<file path="config.mk">
export PLATFORM = sky130hd
export DESIGN_NAME = substring_search_matcher_top
export DESIGN_NICKNAME = d
export VERILOG_FILES = /design/src/design/ssm_pkg.sv /design/src/design/ssm_cell.sv /design/src/design/ssm_ctrl.sv /design/src/design/substring_search_matcher_top.sv
export SDC_FILE = /design/constraint.sdc
export NUM_CORES = 1
export LEC_CHECK = 0
export ABC_CLOCK_PERIOD_IN_PS = 2950
export BUFFER_PORTS_ARGS = -buffer_cell sky130_fd_sc_hd__buf_2
export CAP_MARGIN = 20
export CORE_MARGIN = 3
export CORE_UTILIZATION = 33
export CTS_CLUSTER_DIAMETER = 60
export DETAILED_ROUTE_END_ITERATION = 10
export GPL_ROUTABILITY_DRIVEN = 0
export GPL_TIMING_DRIVEN = 0
export SLEW_MARGIN = 20
export SYNTH_ARGS = -nofsm -noshare
export SYNTH_HDL_FRONTEND = slang
export SYNTH_SLANG_ARGS = --single-unit
</file>
<file path="constraint.sdc">
create_clock -name clk -period 2.95 [get_ports clk]
set_clock_uncertainty 0.05 [all_clocks]
set_input_delay 0 -clock clk [delete_from_list [all_inputs] [get_ports clk]]
set_output_delay 0 -clock clk [all_outputs]
set_load 0.02 [all_outputs]
</file>
<file path="src/design/ssm_pkg.sv">
// Package for the substring matcher: action codes, sizes, inter-module structs.
// No dependencies.
`default_nettype none

package ssm_pkg;

	localparam int MAX_PATTERN = 32;

	// Input action codes
	localparam logic [1:0] ACT_CLEAR  = 2'd0;
	localparam logic [1:0] ACT_APPEND = 2'd1;
	localparam logic [1:0] ACT_TEXT   = 2'd2;
	localparam logic [1:0] ACT_END    = 2'd3;

	localparam logic [7:0] NUL_BYTE = 8'h00;

	// Command broadcast from the controller to every cell
	typedef struct packed {
		logic       clr_pat;   // drop the whole pattern
		logic       clr_hist;  // clear partial-match bits
		logic       append;    // store data in the first free cell
		logic       text;      // compare data against the pattern
		logic [7:0] data;
	} cell_cmd_t;

	// Status gathered from the chain of cells
	typedef struct packed {
		logic hit;    // last pattern cell matched on this text beat
		logic full;   // every cell holds a pattern byte
		logic empty;  // no pattern byte stored
	} chain_stat_t;

endpackage

`default_nettype wire

</file>
<file path="src/design/ssm_cell.sv">
// One matcher cell: a pattern byte, its occupancy bit and its partial-match bit.
// Depends on ssm_pkg.
`default_nettype none

module ssm_cell (
	input  wire                  clk,
	input  wire                  arst_n,
	input  ssm_pkg::cell_cmd_t   cmd,
	input  wire                  prev_active,
	input  wire                  prev_partial,
	input  wire                  next_active,
	output logic                 active,
	output logic                 partial,
	output logic                 hit
);

	logic       active_q;
	logic       partial_q;
	logic [7:0] pat_q;
	logic       wr;
	logic       match;

	// First free cell takes the appended byte
	assign wr    = cmd.append & ~active_q & prev_active;
	// Prefix through this cell matches the latest text byte
	assign match = active_q & prev_partial & (pat_q == cmd.data);

	// Occupancy and partial-match state
	always_ff @(posedge clk or negedge arst_n) begin
		if (!arst_n) begin
			active_q  <= 1'b0;
			partial_q <= 1'b0;
		end else begin
			if (cmd.clr_pat) begin
				active_q <= 1'b0;
			end else if (wr) begin
				active_q <= 1'b1;
			end
			if (cmd.clr_hist) begin
				partial_q <= 1'b0;
			end else if (cmd.text) begin
				partial_q <= match;
			end
		end
	end

	// Pattern byte storage, no reset
	always_ff @(posedge clk) begin
		if (wr) begin
			pat_q <= cmd.data;
		end
	end

	assign active  = active_q;
	assign partial = partial_q;
	// Whole pattern matched: this is the last occupied cell
	assign hit     = cmd.text & match & ~next_active;

endmodule

`default_nettype wire

</file>
<file path="src/design/ssm_ctrl.sv">
// Matcher controller: beat decode, found/truncation flags, result register.
// Depends on ssm_pkg.
`default_nettype none

module ssm_ctrl (
	input  wire                   clk,
	input  wire                   arst_n,
	input  wire                   in_valid,
	output logic                  in_stall,
	input  wire  [1:0]            action,
	input  wire  [7:0]            data,
	output logic                  out_valid,
	input  wire                   out_stall,
	output logic                  found,
	output logic                  pattern_truncated,
	output ssm_pkg::cell_cmd_t    cmd,
	input  ssm_pkg::chain_stat_t  stat
);

	logic acc;
	logic is_append;
	logic is_text;
	logic is_end;
	logic drop;
	logic found_q;
	logic trunc_q;
	logic out_valid_q;
	logic found_res_q;
	logic trunc_res_q;

	// Hold input only while a result waits
	assign in_stall = out_valid_q & out_stall;
	assign acc      = in_valid & ~in_stall;

	// Beat decode
	assign is_append = acc & (action == ssm_pkg::ACT_APPEND);
	assign is_text   = acc & (action == ssm_pkg::ACT_TEXT) & (data != ssm_pkg::NUL_BYTE);
	assign is_end    = acc & ((action == ssm_pkg::ACT_END) |
		((action == ssm_pkg::ACT_TEXT) & (data == ssm_pkg::NUL_BYTE)));
	assign drop      = is_append & ((data == ssm_pkg::NUL_BYTE) | stat.full);

	always_comb begin
		cmd          = '0;
		cmd.clr_pat  = acc & (action == ssm_pkg::ACT_CLEAR);
		cmd.clr_hist = cmd.clr_pat | is_append | is_end;
		cmd.append   = is_append & ~drop;
		cmd.text     = is_text;
		cmd.data     = data;
	end

	// Sticky flags and the result valid bit
	always_ff @(posedge clk or negedge arst_n) begin
		if (!arst_n) begin
			found_q     <= 1'b0;
			trunc_q     <= 1'b0;
			out_valid_q <= 1'b0;
		end else begin
			if (cmd.clr_hist) begin
				found_q <= 1'b0;
			end else if (is_text & stat.hit) begin
				found_q <= 1'b1;
			end
			if (cmd.clr_pat) begin
				trunc_q <= 1'b0;
			end else if (drop) begin
				trunc_q <= 1'b1;
			end
			if (is_end) begin
				out_valid_q <= 1'b1;
			end else if (!out_stall) begin
				out_valid_q <= 1'b0;
			end
		end
	end

	// Result beat payload
	always_ff @(posedge clk) begin
		if (is_end) begin
			found_res_q <= found_q | stat.empty;
			trunc_res_q <= trunc_q;
		end
	end

	assign out_valid         = out_valid_q;
	assign found             = found_res_q;
	assign pattern_truncated = trunc_res_q;

endmodule

`default_nettype wire

</file>
<file path="src/design/substring_search_matcher_top.sv">
// Substring matcher top: controller plus a row of MAX_PATTERN matcher cells.
// Depends on ssm_pkg, ssm_cell, ssm_ctrl.
// Throughput: one beat per cycle while the result register is free.
// The result beat shows in the cycle after the end-of-text beat is accepted.
// Each text beat updates every cell's partial-match bit.
// Reset: asynchronous, clears pattern length, flags and match history.
`default_nettype none

module substring_search_matcher_top #(
	parameter int MAX_PATTERN = ssm_pkg::MAX_PATTERN
) (
	input  wire        clk,
	input  wire        arst_n,
	input  wire        in_valid,
	output logic       in_stall,
	input  wire  [1:0] action,
	input  wire  [7:0] data,
	output logic       out_valid,
	input  wire        out_stall,
	output logic       found,
	output logic       pattern_truncated
);

	ssm_pkg::cell_cmd_t   cmd;
	ssm_pkg::chain_stat_t stat;
	logic [MAX_PATTERN-1:0] active;
	logic [MAX_PATTERN-1:0] partial;
	logic [MAX_PATTERN-1:0] hit;

	ssm_ctrl u_ctrl (
		.clk               (clk),
		.arst_n            (arst_n),
		.in_valid          (in_valid),
		.in_stall          (in_stall),
		.action            (action),
		.data              (data),
		.out_valid         (out_valid),
		.out_stall         (out_stall),
		.found             (found),
		.pattern_truncated (pattern_truncated),
		.cmd               (cmd),
		.stat              (stat)
	);

	// Row of cells, each chained to its neighbors
	for (genvar g = 0; g < MAX_PATTERN; g++) begin : g_cell
		logic prev_a;
		logic prev_p;
		logic next_a;
		if (g == 0) begin : g_first
			assign prev_a = 1'b1;
			assign prev_p = 1'b1;
		end else begin : g_inner
			assign prev_a = active[g-1];
			assign prev_p = partial[g-1];
		end
		if (g == MAX_PATTERN - 1) begin : g_last
			assign next_a = 1'b0;
		end else begin : g_body
			assign next_a = active[g+1];
		end
		ssm_cell u_cell (
			.clk          (clk),
			.arst_n       (arst_n),
			.cmd          (cmd),
			.prev_active  (prev_a),
			.prev_partial (prev_p),
			.next_active  (next_a),
			.active       (active[g]),
			.partial      (partial[g]),
			.hit          (hit[g])
		);
	end

	// Chain status
	always_comb begin
		stat       = '0;
		stat.hit   = |hit;
		stat.full  = active[MAX_PATTERN-1];
		stat.empty = ~active[0];
	end

endmodule

`default_nettype wire

</file>
Word level (Yosys, flattened, before mapping)
Index checks and enable logic that the tools add are counted.

storage, ports and cells
  register bits after elaboration = 324
  input bits = 14
  output and inout bits = 4
  word-level logic and storage cells = 546

cells by class
  equal/unequal tests = 36
  multiplexer cells = 132
  bitwise operators = 239
  reduce and logical (&&, ||, !) cells = 39

operators by type and width
  operator              number
  $eq A8 B8 Y1          32
  $and A1 B1 Y1         200
  $mux W1               132
  $reduce_bool A2 Y1    35
  $not A1 Y1            34
  $reduce_or A32 Y1     1
  $logic_not A8 Y1      1
  $reduce_bool A8 Y1    1
  $or A1 B1 Y1          5
  $eq A2 B2 Y1 const B  2
  $eq A2 B1 Y1 const B  1
  $logic_not A2 Y1      1
  $ne A2 B1 Y1 const B  1

Longest topological paths before layout
  depth after elaboration = 11
  mapped depth = 9
  depth with buffers taken out = 6

Modules after synthesis
Synthesis repeated with hierarchy kept, for this count alone.

unflattened totals
  cells, all modules = 979
  area, all modules = 13915.8 µm²

modules (own cells, without submodules)
  module                        times used  cells each  area each (µm²)
  ssm_cell                      32          29          420.4
  ssm_ctrl                      1           37          376.6
  substring_search_matcher_top  1           14          86.3

Worst setup path after synthesis
OpenSTA, ideal clock, no wires.

  kind = register to register
  start point = register u_ctrl.out_valid_q (netlist: u_ctrl.out_valid)
  end point = register g_cell[17].u_cell.pat_q[0] (enable)
  library setup time = 0.370 ns
  arrival = 1.704 ns
  slack = 0.826 ns
  cell stages (with the launch flop) = 9
  period minus slack after synthesis = 2.124 ns
  cell sequence = dfrtp_1 -> nand2_1 -> nand2_1 -> nor2_1 -> and3_1 -> buf_6 -> buf_2 -> nand2_1 -> nor2_1

between the ends
  longest elaborated chain between the ends = 9

RTL lines
  element                          RTL line        text
  start: declaration               ssm_ctrl.sv:27  logic out_valid_q;
  start signal: assignment         ssm_ctrl.sv:56  out_valid_q <= 1'b0;
  start signal: assignment         ssm_ctrl.sv:69  out_valid_q <= 1'b1;
  start signal: assignment         ssm_ctrl.sv:71  out_valid_q <= 1'b0;
  $and A1 B1 Y1 (*)                ssm_ctrl.sv:32  assign in_stall = out_valid_q & out_stall;
  $not A1 Y1 (*)                   ssm_ctrl.sv:33  assign acc = in_valid & ~in_stall;
  $and A1 B1 Y1 (*)                ssm_ctrl.sv:33
  $and A1 B1 Y1 (*)                ssm_ctrl.sv:36  assign is_append = acc & (action == ssm_pkg::ACT_APPEND);
  $and A1 B1 Y1                    ssm_ctrl.sv:40  assign drop = is_append & ((data == ssm_pkg::NUL_BYTE) | stat.full);
  $not A1 Y1                       ssm_ctrl.sv:46  cmd.append = is_append & ~drop;
  $and A1 B1 Y1 (*)                ssm_ctrl.sv:46
  $and A1 B1 Y1 (*) (2 in series)  ssm_cell.sv:24  assign wr = cmd.append & ~active_q & prev_active;
  net g_cell[17].u_cell.wr         ssm_cell.sv:20  logic wr;
  end signal: assignment           ssm_cell.sv:50  pat_q <= cmd.data;
  end: declaration                 ssm_cell.sv:19  logic [7:0] pat_q;

The timed path passes the listed nets; every way through them passes the cells marked *.
A chain may end at the register's enable or synchronous reset.

Worst setup path after layout
  start point = input data[1]
  end point = register g_cell[4].u_cell.pat_q[7] (enable)

between the ends
  longest elaborated chain between the ends = 7

RTL lines
  element                      RTL line                            text
  start: declaration           substring_search_matcher_top.sv:17  input wire [7:0] data,
  $logic_not A8 Y1             ssm_ctrl.sv:40
  $or A1 B1 Y1                 ssm_ctrl.sv:40
  $and A1 B1 Y1                ssm_ctrl.sv:40
  $not A1 Y1                   ssm_ctrl.sv:46
  $and A1 B1 Y1                ssm_ctrl.sv:46
  $and A1 B1 Y1 (2 in series)  ssm_cell.sv:24
  net g_cell[4].u_cell.wr      ssm_cell.sv:20
  end signal: assignment       ssm_cell.sv:50
  end: declaration             ssm_cell.sv:19

The timed path passes the listed nets, and every way through them passes these cells.

==> metrics.log <==
[metrics] CTS buffer count: 36
[metrics] detailed placer's ending HPWL: 22,600 µm
[metrics] routed length per placed instance: 22.8 µm
[metrics] final hold violation count: 0
[metrics] clock insertion delay at the later pin of the skew report: 0.52 ns
[metrics] clock tree from TritonCTS: built
[metrics] static leakage power: 5.52 nW
[metrics] final hold slack: 0.0162 ns
[metrics] height of the die: 211 µm
[metrics] total of buffers placed on input and output ports: 17
[metrics] combinational family with the most area after synthesis: XOR/XNOR gates
[metrics] syn_nets: 1,010
[metrics] placed standard-cell area: 14,600 µm²
[metrics] first drt pass iteration count: 5
[metrics] DRT iter0 DRCs: 712
[metrics] CTS Root Buffer Type: sky130_fd_sc_hd__clkbuf_16
[metrics] most used cells in the layout excluding fill and tap cells: sky130_fd_sc_hd__edfxtp_1, sky130_fd_sc_hd__xnor2_1, sky130_fd_sc_hd__xor2_1
[metrics] number of pins with negative max-slew slack in the final report: 0
[metrics] area inside the core boundary: 41,100 µm²
[metrics] number of vias per cell: 5.16
[metrics] CTS sink count: 324
[metrics] synthesized-area fraction occupied by xor and xnor cells: 15.9%
[metrics] launching element type of the critical path: input pin
[metrics] sequential share of the synthesized area: 68.1%
[metrics] unrepaired setup endpoints after global routing: no
[metrics] transition time at the pin with the least slew margin: 0.970 ns
[metrics] Net count, final: 1,072
[metrics] via count of the first global-routing pass: 8,237
[metrics] wire length of the first global-routing pass: 54,200 µm
[metrics] required time at the worst-slack endpoint: 3.04 ns
[metrics] data arrival time at the worst-slack endpoint: 2.89 ns
[metrics] Initial Utilization: 33.6%
[metrics] normalized max-slew margin: 34.8%
[metrics] synth warn: 0
[metrics] final setup vio count: 0
[metrics] arithmetic-cell share of the synthesized area counting full adders, half adders and majority gates: 0%
[metrics] syn avg cell area: 13.9 µm²
[metrics] total grt overflow: 0
[metrics] sequential standard cell area: 9400 µm²
[metrics] post-detailed-route count of antenna-violating nets: 0
[metrics] number of max-cap violations: 0
[metrics] mux share of post-synthesis cell area: 0%
[metrics] number of setup buffers added after CTS: 0
[metrics] setup slack on the worst flop-to-flop path: 0.30 ns
[metrics] total number of H-tree levels: 2
[metrics] share of synthesized flip-flops with an asynchronous set or reset: 20.4%
[metrics] Post-Layout Inst Area: 15,800 µm²
[metrics] compound-cell area share of the yosys netlist: 3.11%
[metrics] critical path class: input pin to flip-flop
[metrics] die area: 44,300 µm²
[metrics] number of enable-type register cells in the synthesized netlist: 258
[metrics] status: finished clean
[metrics] area of the mapped netlist: 13,800 µm²
[metrics] Residual DRC: 0
[metrics] Bufs on Longest Clock Path: 3
[metrics] achievable clock frequency: 0.357 GHz
[metrics] Row Count: 74
[metrics] Total Wirelength: 36,800 µm
[metrics] most common cell after layout, fill and taps aside: sky130_fd_sc_hd__edfxtp_1
[metrics] maximum net fanout on the critical path: 33
[metrics] minimum clock period: 2.80 ns
[metrics] pin count of the biggest net entering global routing: 46
[metrics] layout overhead on the synthesized area: 14.3%
[metrics] count of distinct cell types in the synthesized netlist: 34
[metrics] initial antenna violation count: 0
[metrics] Primary FF master, synth: sky130_fd_sc_hd__edfxtp_1
[metrics] share of post-route cells with drive strength above 1: 11.1%
[metrics] simple-gate share of the synthesized area: 10.8%
[metrics] overall via count from detail_route: 8,336
[metrics] total global-route track usage: 16.5%
[metrics] part of the cycle the worst path needs: 95.0%
[metrics] total area of multi-input combinational cells: 4130 µm²
[metrics] cells after synthesis: 996
[metrics] final total power: 9.87 mW
[metrics] number of storage elements in the synthesis netlist: 324
[metrics] clock input transition at the sequential cells of the worst setup and hold paths: 0.06 ns
[metrics] type of destination of the critical path: flip-flop
[metrics] worst min path class: input pin to asynchronous set/reset pin
[metrics] # IOs: 18
[metrics] filler instances: 3,889
[metrics] die boundary width: 211 µm
[metrics] IR Drop Worst-Case VDD: 0.367 mV
[metrics] n_diodes: 0
[metrics] Cell Pwr Density: 625 nW/µm²
[critical path, stage by stage]
cell and delay, ns:
sky130_fd_sc_hd__buf_2 0.64, sky130_fd_sc_hd__buf_2 0.43, sky130_fd_sc_hd__or4_1 0.16, sky130_fd_sc_hd__nor2_1 0.10
sky130_fd_sc_hd__nor2_1 0.15, sky130_fd_sc_hd__and3_1 0.21, sky130_fd_sc_hd__buf_6 0.16, sky130_fd_sc_hd__buf_2 0.30
sky130_fd_sc_hd__nand2_1 0.10, sky130_fd_sc_hd__nor2_1 0.59
[logic make-up after synthesis]
logic type | after synthesis
simple gates | 296
compound gates | 71
buf+inv | 55
xor+xnor | 250
flops | 324
[sequential cells by signal, summed over array words and instances (netlist names)]
| signal | cells |
|---|---|
| u_ctrl.out_valid | 1 |
| g_cell.u_cell.partial | 31 |
| u_ctrl.pattern_truncated | 1 |
| u_ctrl.trunc_q | 1 |
| u_ctrl.found | 1 |
| u_ctrl.found_q | 1 |
| g_cell.u_cell.active | 32 |
| g_cell.u_cell.pat_q | 256 |
[layer usage]
metal	vias to the layer above	part of all wire [%]	global-route usage, %
met5	-	0	0
met4	0	3.1	5.54
met3	79	7.3	2.99
met2	314	47	26.7
met1	4233	43	22.7
li1	3710	-	-
[stage by stage]
step / TNS (ns) / cells / util [%] / worst slack (ns)
3_5_place_dp: -74.58 / 1546 / 35.5 / -0.414
6_report: 0 / 1617 / 38.4 / 0.148
3_3_place_gp: -61.28 / 1545 / 35.4 / -0.354
2_1_floorplan: 0 / 996 / - / 0.826
4_1_cts: 0 / 1617 / 38.3 / 0.107
5_1_grt: 0 / 1617 / 38.4 / 0.00860
[cell type report]
class / count / area share, %
plain buffers: 48 / 1.70
inverters: 7 / 0.167
multi-input cells: 617 / 26.2
flip-flops and latches: 324 / 59.6
clock buffers: 55 / 6.68
repair buffers: 24 / 1.09
well taps: 532 / 4.22
clock inverters: 10 / 0.389
[power breakdown]
part / leakage (nW) / switching (mW) / internal, mW
logic: 1.73 / 0.406 / 0.174
clock network: 0.552 / 1.77 / 2.47
registers: 3.24 / 0.0571 / 4.99
[final timing paths]
path,endpoint,depth (start not counted),from
worst min register to register,u_ctrl.pattern_truncated,0,u_ctrl.trunc_q
min in group clk,g_cell[14].u_cell.pat_q[5],1,data[5]
worst max register to register,g_cell[4].u_cell.pat_q[7],8,u_ctrl.out_valid
worst max-delay path,g_cell[4].u_cell.pat_q[7],10,data[1]
worst min-delay path,g_cell[29].u_cell.active,3,arst_n
max in group asynchronous,g_cell[1].u_cell.partial,3,arst_n
[synthesized netlist by cell type, types with 4 or more instances]
master                       n  area [µm²]
sky130_fd_sc_hd__a21o_1     12        90.1
sky130_fd_sc_hd__a21oi_1    31         155
sky130_fd_sc_hd__and3_1     14        87.6
sky130_fd_sc_hd__buf_2      34         170
sky130_fd_sc_hd__buf_4       4        30.0
sky130_fd_sc_hd__buf_6       4        45.0
sky130_fd_sc_hd__clkbuf_1    6        22.5
sky130_fd_sc_hd__dfrtp_1    66        1650
sky130_fd_sc_hd__edfxtp_1  258        7750
sky130_fd_sc_hd__inv_1       7        26.3
sky130_fd_sc_hd__nand2_1    56         210
sky130_fd_sc_hd__nand3_1    44         220
sky130_fd_sc_hd__nand4_1    21         131
sky130_fd_sc_hd__nand4b_1   12         105
sky130_fd_sc_hd__nor2_1     72         270
sky130_fd_sc_hd__nor2b_1     5        31.3
sky130_fd_sc_hd__nor3_1     17        85.1
sky130_fd_sc_hd__nor4_1     45         282
sky130_fd_sc_hd__o21ai_0    16        80.1
sky130_fd_sc_hd__xnor2_1   148        1300
sky130_fd_sc_hd__xor2_1    102         893
[repair_timing]
item,CTS,global route
hold buffers,6,0
hold endpoints to repair,74,0
endpoints found under the setup margin,0,46
gates resized for setup,0,7
No activity file was read; power rests on OpenSTA's default activity.
